### config.mk
export PLATFORM = sky130hd
export DESIGN_NAME = ssb_seq
export DESIGN_NICKNAME = d
export VERILOG_FILES = /design/src/rtl/ssb_pkg.sv /design/src/rtl/ssb_blend.sv /design/src/rtl/ssb_seq.sv
export SDC_FILE = /design/constraint.sdc
export NUM_CORES = 1
export LEC_CHECK = 0
export BUFFER_PORTS_ARGS = -buffer_cell sky130_fd_sc_hd__buf_2
export CORE_UTILIZATION = 30
export DETAILED_ROUTE_END_ITERATION = 6
export PLACE_DENSITY_LB_ADDON = 0.05
export SLEW_MARGIN = 20
export SYNTH_ARGS = -nofsm -noshare
export SYNTH_HDL_FRONTEND = slang
export SYNTH_HIERARCHICAL = 1
export SYNTH_SLANG_ARGS = --single-unit
### constraint.sdc
create_clock -name clk_i -period 10.7 [get_ports clk_i]
set_input_delay 1.605 -clock clk_i [delete_from_list [all_inputs] [get_ports clk_i]]
set_output_delay 1.605 -clock clk_i [all_outputs]
set_load 0.01 [all_outputs]
### src/rtl/ssb_pkg.sv
`timescale 1ns / 1ps
// ssb_pkg: shared types and constants for the subpixel span blend unit
// no dependencies; imported by every module in rtl/

package ssb_pkg;

  // pixel store geometry
  localparam int unsigned PIXELS   = 1024;
  localparam int unsigned PIX_AW   = $clog2(PIXELS);

  // field widths fixed by the interface
  localparam int unsigned LOC_W    = 17;
  localparam int unsigned SPAN_W   = 16;
  localparam int unsigned COLOR_W  = 24;
  localparam int unsigned IDX_W    = 10;
  localparam int unsigned CNT_W    = 11;
  localparam int unsigned PREC_W   = 3;
  localparam int unsigned AMT_W    = 8;   // holds 2^precision, up to 128
  localparam int unsigned CH_W     = 8;
  localparam int unsigned STEP_W   = $clog2(LOC_W);

  // configuration port
  localparam int unsigned CFG_IDX_W  = 2;
  localparam int unsigned CFG_DATA_W = 11;

  localparam logic [PREC_W-1:0] PREC_RST  = PREC_W'(4);
  localparam logic [CNT_W-1:0]  COUNT_RST = CNT_W'(1024);
  localparam logic [CNT_W-1:0]  COUNT_MAX = CNT_W'(PIXELS);

  typedef enum logic [CFG_IDX_W-1:0] {
    REG_PRECISION   = 2'd0,
    REG_PIXEL_COUNT = 2'd1,
    REG_BLEND_MODE  = 2'd2,
    REG_WRAP_ENABLE = 2'd3
  } cfg_reg_e;

  typedef enum logic [1:0] {
    ACT_DRAW  = 2'd0,
    ACT_READ  = 2'd1,
    ACT_WRITE = 2'd2
  } action_e;

  typedef enum logic [1:0] {
    BLEND_COPY = 2'd0,
    BLEND_MAX  = 2'd1,
    BLEND_ADD  = 2'd2
  } blend_e;

  typedef enum logic [2:0] {
    ST_CLEAR,
    ST_IDLE,
    ST_MOD,
    ST_RD,
    ST_WR,
    ST_RDPIX
  } seq_state_e;

  typedef struct packed {
    logic [1:0]         action;
    logic [LOC_W-1:0]   location;
    logic [SPAN_W-1:0]  width;
    logic [COLOR_W-1:0] color;
    logic [IDX_W-1:0]   pixel_index;
  } in_word_t;

  typedef struct packed {
    logic [COLOR_W-1:0] read_color;
    logic               index_valid;
  } out_word_t;

  typedef struct packed {
    logic [PREC_W-1:0] precision;
    logic [CNT_W-1:0]  pixel_count;
    logic [1:0]        blend_mode;
    logic              wrap_enable;
  } cfg_t;

  typedef struct packed {
    logic               re;
    logic               we;
    logic [PIX_AW-1:0]  addr;
    logic [COLOR_W-1:0] wdata;
  } mem_req_t;

endpackage

### src/rtl/ssb_blend.sv
`timescale 1ns / 1ps
// ssb_blend: per-channel coverage scale and blend, three channel lanes
// depends on ssb_pkg

module ssb_blend (
  input  logic [ssb_pkg::COLOR_W-1:0] dst_i,
  input  logic [ssb_pkg::COLOR_W-1:0] color_i,
  input  logic [ssb_pkg::AMT_W-1:0]   amount_i,
  input  logic [ssb_pkg::PREC_W-1:0]  precision_i,
  input  logic [1:0]                  mode_i,
  output logic [ssb_pkg::COLOR_W-1:0] out_o
);
  import ssb_pkg::*;

  localparam int unsigned NCH = COLOR_W / CH_W;

  logic [AMT_W-1:0] one;
  logic             partial;

  assign one     = AMT_W'(1) << precision_i;
  assign partial = amount_i < one;

  for (genvar g = 0; g < NCH; g++) begin : g_ch
    logic [CH_W-1:0]       c;
    logic [CH_W-1:0]       d;
    logic [CH_W+AMT_W-1:0] prod;
    logic [CH_W+AMT_W-1:0] prod_sh;
    logic [CH_W-1:0]       src;
    logic [CH_W:0]         sum;
    logic [CH_W-1:0]       res;

    assign c       = color_i[g*CH_W +: CH_W];
    assign d       = dst_i[g*CH_W +: CH_W];
    assign prod    = c * amount_i;
    assign prod_sh = prod >> precision_i;
    // partial coverage keeps floor(c * amount / 2^precision), always <= c
    assign src     = partial ? prod_sh[CH_W-1:0] : c;
    assign sum     = {1'b0, src} + {1'b0, d};

    always_comb begin
      unique case (mode_i)
        BLEND_COPY: res = src;
        BLEND_MAX:  res = (src > d) ? src : d;
        default:    res = sum[CH_W] ? {CH_W{1'b1}} : sum[CH_W-1:0];
      endcase
    end

    assign out_o[g*CH_W +: CH_W] = res;
  end

endmodule

### src/rtl/ssb_seq.sv
`timescale 1ns / 1ps
// ssb_seq: item sequencer with clear pass, iterative modulo and pixel read-modify-write
// depends on ssb_pkg, ssb_blend

module ssb_seq (
  input  logic                         clk_i,
  input  logic                         rst_ni,
  input  ssb_pkg::cfg_t                cfg_i,
  input  logic                         start_i,
  input  ssb_pkg::in_word_t            in_i,
  input  logic [ssb_pkg::COLOR_W-1:0]  mem_rdata_i,
  output ssb_pkg::mem_req_t            mem_req_o,
  output logic                         busy_o,
  output logic                         done_o,
  output ssb_pkg::out_word_t           out_o
);
  import ssb_pkg::*;

  seq_state_e state_q, state_d;

  logic [PIX_AW-1:0]  clr_q, clr_d;
  logic [STEP_W-1:0]  step_q, step_d;
  logic [CNT_W-1:0]   rem_q, rem_d;
  logic [LOC_W-1:0]   loc_q, loc_d;
  logic [SPAN_W-1:0]  width_q, width_d;
  logic [AMT_W-1:0]   remain_q, remain_d;
  logic [COLOR_W-1:0] color_q, color_d;
  logic [CNT_W-1:0]   count_q, count_d;
  logic               done_q, done_d;
  out_word_t          out_q, out_d;

  // item decode
  logic [AMT_W-1:0]  one;
  logic [CNT_W-1:0]  eff_count;
  logic [LOC_W-1:0]  in_loc;
  logic [AMT_W-1:0]  in_remain;
  logic              accept;
  logic              idx_ok;
  logic              in_loc_ok;
  logic              draw_empty;

  assign one        = AMT_W'(1) << cfg_i.precision;
  assign eff_count  = (cfg_i.pixel_count > COUNT_MAX) ? COUNT_MAX : cfg_i.pixel_count;
  assign in_loc     = in_i.location >> cfg_i.precision;
  assign in_remain  = one - (in_i.location[AMT_W-1:0] & (one - AMT_W'(1)));
  assign accept     = start_i && (state_q == ST_IDLE);
  assign idx_ok     = CNT_W'(in_i.pixel_index) < eff_count;
  assign in_loc_ok  = in_loc < LOC_W'(eff_count);
  assign draw_empty = (eff_count == '0) || (in_i.width == '0);

  // modulo step: restoring remainder, one dividend bit a cycle
  logic [CNT_W:0]   rem_sh;
  logic [CNT_W:0]   rem_n;
  logic             mod_last;

  assign rem_sh   = {rem_q, loc_q[LOC_W-1]};
  assign rem_n    = (rem_sh >= {1'b0, count_q}) ? rem_sh - {1'b0, count_q} : rem_sh;
  assign mod_last = step_q == STEP_W'(LOC_W - 1);

  // span step
  logic [AMT_W-1:0]   amount;
  logic [SPAN_W-1:0]  width_left;
  logic [LOC_W-1:0]   loc_inc;
  logic [LOC_W-1:0]   loc_next;
  logic               span_more;
  logic [COLOR_W-1:0] blend_out;

  assign amount     = (width_q < SPAN_W'(remain_q)) ? width_q[AMT_W-1:0] : remain_q;
  assign width_left = width_q - SPAN_W'(amount);
  assign loc_inc    = loc_q + LOC_W'(1);
  assign loc_next   = (cfg_i.wrap_enable && (loc_inc == LOC_W'(count_q))) ? '0 : loc_inc;
  assign span_more  = (width_left != '0) &&
                      (cfg_i.wrap_enable || (loc_inc < LOC_W'(count_q)));

  ssb_blend u_blend (
    .dst_i       (mem_rdata_i),
    .color_i     (color_q),
    .amount_i    (amount),
    .precision_i (cfg_i.precision),
    .mode_i      (cfg_i.blend_mode),
    .out_o       (blend_out)
  );

  // next state
  always_comb begin
    state_d = state_q;
    unique case (state_q)
      ST_CLEAR: begin
        if (clr_q == PIX_AW'(PIXELS - 1)) begin
          state_d = ST_IDLE;
        end
      end
      ST_IDLE: begin
        if (accept) begin
          unique case (in_i.action)
            ACT_DRAW: begin
              if (draw_empty) begin
                state_d = ST_IDLE;
              end else if (cfg_i.wrap_enable) begin
                state_d = ST_MOD;
              end else if (in_loc_ok) begin
                state_d = ST_RD;
              end
            end
            ACT_READ: begin
              if (idx_ok) begin
                state_d = ST_RDPIX;
              end
            end
            default: state_d = ST_IDLE;
          endcase
        end
      end
      ST_MOD: begin
        if (mod_last) begin
          state_d = ST_RD;
        end
      end
      ST_RD:    state_d = ST_WR;
      ST_WR:    state_d = span_more ? ST_RD : ST_IDLE;
      ST_RDPIX: state_d = ST_IDLE;
      default:  state_d = ST_IDLE;
    endcase
  end

  // outputs: memory port and result word
  always_comb begin
    mem_req_o = '0;
    out_d     = '0;
    unique case (state_q)
      ST_CLEAR: begin
        mem_req_o.we   = 1'b1;
        mem_req_o.addr = clr_q;
      end
      ST_IDLE: begin
        if (accept && idx_ok) begin
          mem_req_o.addr = in_i.pixel_index[PIX_AW-1:0];
          if (in_i.action == ACT_READ) begin
            mem_req_o.re = 1'b1;
          end
          if (in_i.action == ACT_WRITE) begin
            mem_req_o.we    = 1'b1;
            mem_req_o.wdata = in_i.color;
            out_d.index_valid = 1'b1;
          end
        end
      end
      ST_RD: begin
        mem_req_o.re   = 1'b1;
        mem_req_o.addr = loc_q[PIX_AW-1:0];
      end
      ST_WR: begin
        mem_req_o.we    = 1'b1;
        mem_req_o.addr  = loc_q[PIX_AW-1:0];
        mem_req_o.wdata = blend_out;
      end
      ST_RDPIX: begin
        out_d.read_color  = mem_rdata_i;
        out_d.index_valid = 1'b1;
      end
      default: begin
      end
    endcase
    done_d = (state_d == ST_IDLE) &&
             (accept || ((state_q != ST_IDLE) && (state_q != ST_CLEAR)));
  end

  // datapath registers
  always_comb begin
    clr_d    = clr_q;
    step_d   = step_q;
    rem_d    = rem_q;
    loc_d    = loc_q;
    width_d  = width_q;
    remain_d = remain_q;
    color_d  = color_q;
    count_d  = count_q;
    unique case (state_q)
      ST_CLEAR: clr_d = clr_q + PIX_AW'(1);
      ST_IDLE: begin
        if (accept) begin
          loc_d    = in_loc;
          width_d  = in_i.width;
          remain_d = in_remain;
          color_d  = in_i.color;
          count_d  = eff_count;
          step_d   = '0;
          rem_d    = '0;
        end
      end
      ST_MOD: begin
        rem_d  = rem_n[CNT_W-1:0];
        step_d = step_q + STEP_W'(1);
        loc_d  = mod_last ? LOC_W'(rem_n[CNT_W-1:0]) : {loc_q[LOC_W-2:0], 1'b0};
      end
      ST_WR: begin
        width_d  = width_left;
        remain_d = one;
        loc_d    = loc_next;
      end
      default: begin
      end
    endcase
  end

  always_ff @(posedge clk_i or negedge rst_ni) begin
    if (!rst_ni) begin
      state_q <= ST_CLEAR;
      clr_q   <= '0;
      done_q  <= 1'b0;
    end else begin
      state_q <= state_d;
      clr_q   <= clr_d;
      done_q  <= done_d;
    end
  end

  always_ff @(posedge clk_i) begin
    step_q   <= step_d;
    rem_q    <= rem_d;
    loc_q    <= loc_d;
    width_q  <= width_d;
    remain_q <= remain_d;
    color_q  <= color_d;
    count_q  <= count_d;
    out_q    <= out_d;
  end

  assign busy_o = state_q != ST_IDLE;
  assign done_o = done_q;
  assign out_o  = out_q;

  // span writes stay inside the pixels in use
  a_wr_in_range: assert property (@(posedge clk_i) disable iff (!rst_ni)
    (state_q == ST_WR) |-> (loc_q < LOC_W'(count_q)))
    else $error("span write past pixel count");

  // a span step always has sub-pixels left to place
  a_wr_work: assert property (@(posedge clk_i) disable iff (!rst_ni)
    (state_q == ST_WR) |-> ((width_q != '0) && (remain_q != '0) && (remain_q <= one)))
    else $error("span step with no coverage");

  // every accepted word leads to work or a result in the next cycle
  a_accept_progress: assert property (@(posedge clk_i) disable iff (!rst_ni)
    accept |=> (busy_o || done_o))
    else $error("accepted word dropped");

  // a result is only flagged once per word
  a_done_single: assert property (@(posedge clk_i) disable iff (!rst_ni)
    done_o |-> !$past(done_o) || $past(accept))
    else $error("repeated result strobe");

  // the remainder unit keeps its partial remainder below the divisor
  a_mod_bound: assert property (@(posedge clk_i) disable iff (!rst_ni)
    (state_q == ST_MOD) |-> (rem_q < count_q))
    else $error("modulo remainder out of bound");

endmodule

Word level (Yosys, flattened, before mapping):

Cells that the tools add are included.

* register bits: 131
* input port bits: 113
* output and inout port bits: 63
* word-level logic and storage cells: 127

* add/sub/neg operators: 10
* multipliers: 3
* order comparisons: 10
* equality and inequality tests: 14
* shifts and indexed selects: 5
* mux-type cells: 47
* bitwise operators: 1
* reductions and logical operators: 25

Operators with widths (count)
* 2-to-1 mux 8 bit: 11
* one-hot mux 8 bit (2 select lines): 4
* 2-to-1 mux 17 bit: 3
* one-hot mux 17 bit (3 select lines): 1
* multiplier 8 x 8 -> 16 bit: 3
* one-hot mux 24 bit (2 select lines): 1
* right shift 16 x 3 -> 8 bit: 3
* 2-to-1 mux 36 bit: 1
* less-than comparator 17 x 11 -> 1 bit: 2
* 2-to-1 mux 11 bit: 3
* one-hot mux 16 bit (2 select lines): 1
* one-hot mux 10 bit (3 select lines): 1
* adder 8 x 8 -> 9 bit: 3
* > comparator 8 bit: 3
* 2-to-1 mux 24 bit: 1
* one-hot mux 11 bit (2 select lines): 1
* 2-to-1 mux 3 bit: 7
* adder 17 x 1 -> 17 bit (second input constant): 1
* == test 17 x 11 -> 1 bit: 1
* right shift 17 x 3 -> 17 bit: 1
* logical NOT 16 bit: 1
* less-than comparator 16 x 8 -> 1 bit: 1
* 2-to-1 mux 16 bit: 1
* nonzero test 16 bit: 1
* other kinds (37): 59

Logic depth before layout (Yosys ltp):

* depth after elaboration: 11
* depth in mapped cells: 38
* depth with buffers taken out: 35

Modules after synthesis:

The synthesis kept the hierarchy.

Modules (own cells, without submodules)
* ssb_blend: instances 1, cells each 1293, area each 9965.8 um^2, seq. area each 0.0 um^2
* ssb_seq: instances 1, cells each 987, area each 9201.3 um^2, seq. area each 3613.5 um^2

Worst setup path before layout:

No wires, ideal clock.

* path kind: register to output
* start: register width_q[5]
* end: output mem_req_o[17] in the netlist's numbering
* data arrival time: 8.319 ns
* data required time: 9.095 ns
* path slack: 0.776 ns
* cell stages (with the launch flop): 34
* buffers on the path: 3
* path through: edfxtp_1 ha_1 a211oi_1 nor2_1 a211oi_2 clkbuf_1 clkbuf_1 nand2_1 o21ai_0 clkbuf_1 nand2_1 fa_1 fa_1 fa_1 fa_1 inv_1 ha_1 nand2_1 o31ai_1 a41oi_1 o21ba_2 xnor2_1 mux4_2 mux2i_1 a21oi_1 ha_1 nand3_1 nor4_1 a21oi_1 nand2_1 nand2_1 mux2_2 a221oi_1 a22o_1

RTL lines
* start, declared: RTL line ssb_seq.sv:25 `logic [SPAN_W-1:0] width_q, width_d;`
* start signal, assigned: RTL line ssb_seq.sv:222 `width_q <= width_d;`
* end, declared: RTL line ssb_seq.sv:12 `output ssb_pkg::mem_req_t mem_req_o,`

==> impl_metrics.yaml <==
global_routing:
  grt_max_degree: 51
  grt_remaining_overflow: 0
  grt_pass1_vias: 17070
  grt_pass1_wl_um: 102800
  grt_usage_pct: 20.87
  antenna_found_initial: 2
worst_setup_path:
  worstPathRequired_ns: 9.10
  crit_type: "reg2out"
  cp-start-kind: "register"
  max_stage_delay_ns: 0.56
  crit_start: "remain_q[6]$_DFFE_PP_"
  endpoint_kind: "output pin"
  cp_slowest_cell: "fa_1"
  crit_buf_inv: 6
  path_max_fanout: 11
  cp_top_family: "adder cells"
  worst_ep_arrival_time_ns: 8.83
  r2r-end: "done_o$_DFF_PN0_"
  crit_path_end: "mem_req_o[5]"
  path_common_cell: "fa_1"
  reg2reg_from: "remain_q[6]$_DFFE_PP_"
  ff2ff_path_depth: 18
  cp.depth: 34
  r2r_slack_ns: 5.52
cells_and_area:
  area_growth_pct: 18.40
  n_fill_cell: 6690
  drive_above_1_share_pct: 19.05
  nNetsFinal: 2896
  instances_no_fill: 3322
  multi_input_area_um2: 14680
  stdcell_area_um2: 22690
  layout.area.seq_um2: 3613
sta:
  final-setup-viol-count: 0
  rsz0062_at_grt: "true"
  fmax_mhz: 95.85
  slew_headroom_pct: 33.80
  hold_viol_final: 0
  finClkSkew_ns: 0.01713
  drv_slew: 0
  setup_tns_ns: 0
  worstMarginPinSlew_ns: 0.9930
  period_share_pct: 97.51
  period_minus_slack_ns: 10.43
yosys:
  synth_fp_nets: 2716
  synth_edf_count: 92
  ys_ff_latch: 131
  synth_commonest_cells: "273 x inv_1, 259 x nand2_1, 213 x ha_1"
  yosysSeqAreaShare_pct: 18.85
  synthArstFlopShare_pct: 10.69
  synth_top_area_cell: "edfxtp_1"
  netlist_area_um2: 19170
  synthTopCellsByArea: "edfxtp_1 14%, ha_1 14%, fa_1 11%"
  dominantRegCellSynth: "edfxtp_1"
  synthDominantCellAreaShare_pct: 14.41
  syn_avg_cell_area_um2: 8.407
  synth_cell_types: 106
  ys_warn_count: 6
  postSynthCellCount: 2280
  yosysMostFrequentCell: "inv_1"
route:
  drc: 0
  drtAntennaViolNets: 0
  wl_per_cell_um: 20.57
  wl_um: 68330
  firstDrtPassIters: 5
  first_iter_violations: 1107
  routed-via-count: 17380
  route.detailed.vias_per_inst: 5.231
clock_network:
  cts_max_level: 4
  postCtsHoldBufs: 0
  cts_tree: "yes"
  clkSinkCount: 131
  clk_latency_ns: 0.48
  cts_buffers: 17
  cts-root-buf: "clkbuf_16"
  cts_buffer_depth: 2
  clk_pin_slew_worst_paths_ns: 0.08
floorplanning:
  rows: 92
  dieArea_um2: 64910
  initial_utilization_pct: 30.39
  core_um2: 63080
  pin_count: 176
  die_w_um: 254.8
  die_y_um: 254.8
placed_design:
  dp_hpwl_um: 53660
  port_buffers: 175
  place.gp.congestion: 0.8626
  placed_area_um2: 21080
  dp.cells: 3237
hold_path:
  hold_path.class: "reg2reg"
  worstHoldStart: "clr_q[0]$_DFFE_PN0P_"
status:
  status: "finished clean"
run:
  cap_viol_max_count: 0
registers in the layout, summed over array words and instances, names as in the netlist:
signal	count
out_o	25
color_q	24
loc_q	17
width_q	16
count_q	11
rem_q	11
clr_q	10
remain_q	8
step_q	5
state_q	3
done_o	1
logic make-up (layout without fill, tap and decap cells):
logic type / Yosys count / count (layout) / synth area share [%]
compound gates: 511 / 513 / 18.96
xor+xnor: 95 / 95 / 4.413
fa+ha+maj: 325 / 325 / 25.50
buf+inv: 384 / 575 / 7.736
flops: 131 / 131 / 18.85
mux: 76 / 76 / 4.948
other cells: 0 / 3 / 0
simple gates: 758 / 758 / 19.59
through the flow:
step | util, % | setup slack (ns) | hold slack (ns)
4_1_cts | 34.66 | -0.01716 | 0.5327
5_1_grt | 35.96 | -0.1221 | 0.5699
3_3_place_gp | 33.41 | 0.2972 | 0.5110
3_5_place_dp | 33.42 | 0.1544 | 0.5154
2_1_floorplan | - | 0.7758 | 0.4560
6_report | 35.97 | 0.2667 | 0.5364
cell usage in the layout, fill, tap and decap left out, types with 29 or more instances in the layout:
cell type,instances
inv_1,267
nand2_1,255
ha_1,202
buf_2,173
nor2_1,133
fa_1,109
a21oi_1,100
and2_1,97
edfxtp_1,92
buf_4,82
o21ai_0,62
xnor2_1,54
mux2i_1,45
and3_1,42
nand3_1,42
xor2_1,35
nor3_1,34
a22o_1,29
worst min path at each step:
stage                                       to  cells past startpoint
final                     clr_q[0]$_DFFE_PN0P_                      1
after global routing      clr_q[2]$_DFFE_PN0P_                      1
after CTS                 clr_q[0]$_DFFE_PN0P_                      1
after detailed placement  clr_q[0]$_DFFE_PN0P_                      1
after global placement    clr_q[2]$_DFFE_PN0P_                      1
after floorplan           clr_q[8]$_DFFE_PN0P_                      1
layout make-up:
type | instances | share of cell area, %
antenna | 3 | 0.03308
clock inverter | 13 | 0.5348
tap | 846 | 4.665
multi-input combinational | 1767 | 64.69
inverter | 275 | 4.560
clock buffer | 19 | 2.095
sequential | 131 | 15.92
timing repair buffer | 268 | 7.498
layer usage:
| metal | wire, µm | vias up | global-route usage [%] |
|---|---|---|---|
| met1 | 33870 | 8554 | 30.65 |
| met2 | 30450 | 375 | 31.99 |
| met5 | 7 | - | 0 |
| met3 | 3009 | 58 | 3.225 |
| met4 | 991 | 2 | 4.260 |
| li1 | - | 8389 | - |
worst register-to-register path: cells and delay by family, from the launching register on:
kind	cells	cell delay, ns
adder cells (fa/ha/maj)	3	1.03
buffers and inverters	3	0.60
AO/OA/AOI/OAI	6	1.64
AND/OR/NAND/NOR	6	1.35
flip-flops	1	0.47
timing repair:
item                       CTS  global route
setup endpoints to repair   24            24
buffers inserted             6            41
gates resized for setup     21           100
cloned                       0             3
hold endpoints to repair     0             0
pin swaps                    1            28
Power is not shown: default switching activity piles up to over one toggle a cycle in this logic, so the estimate is an artifact.
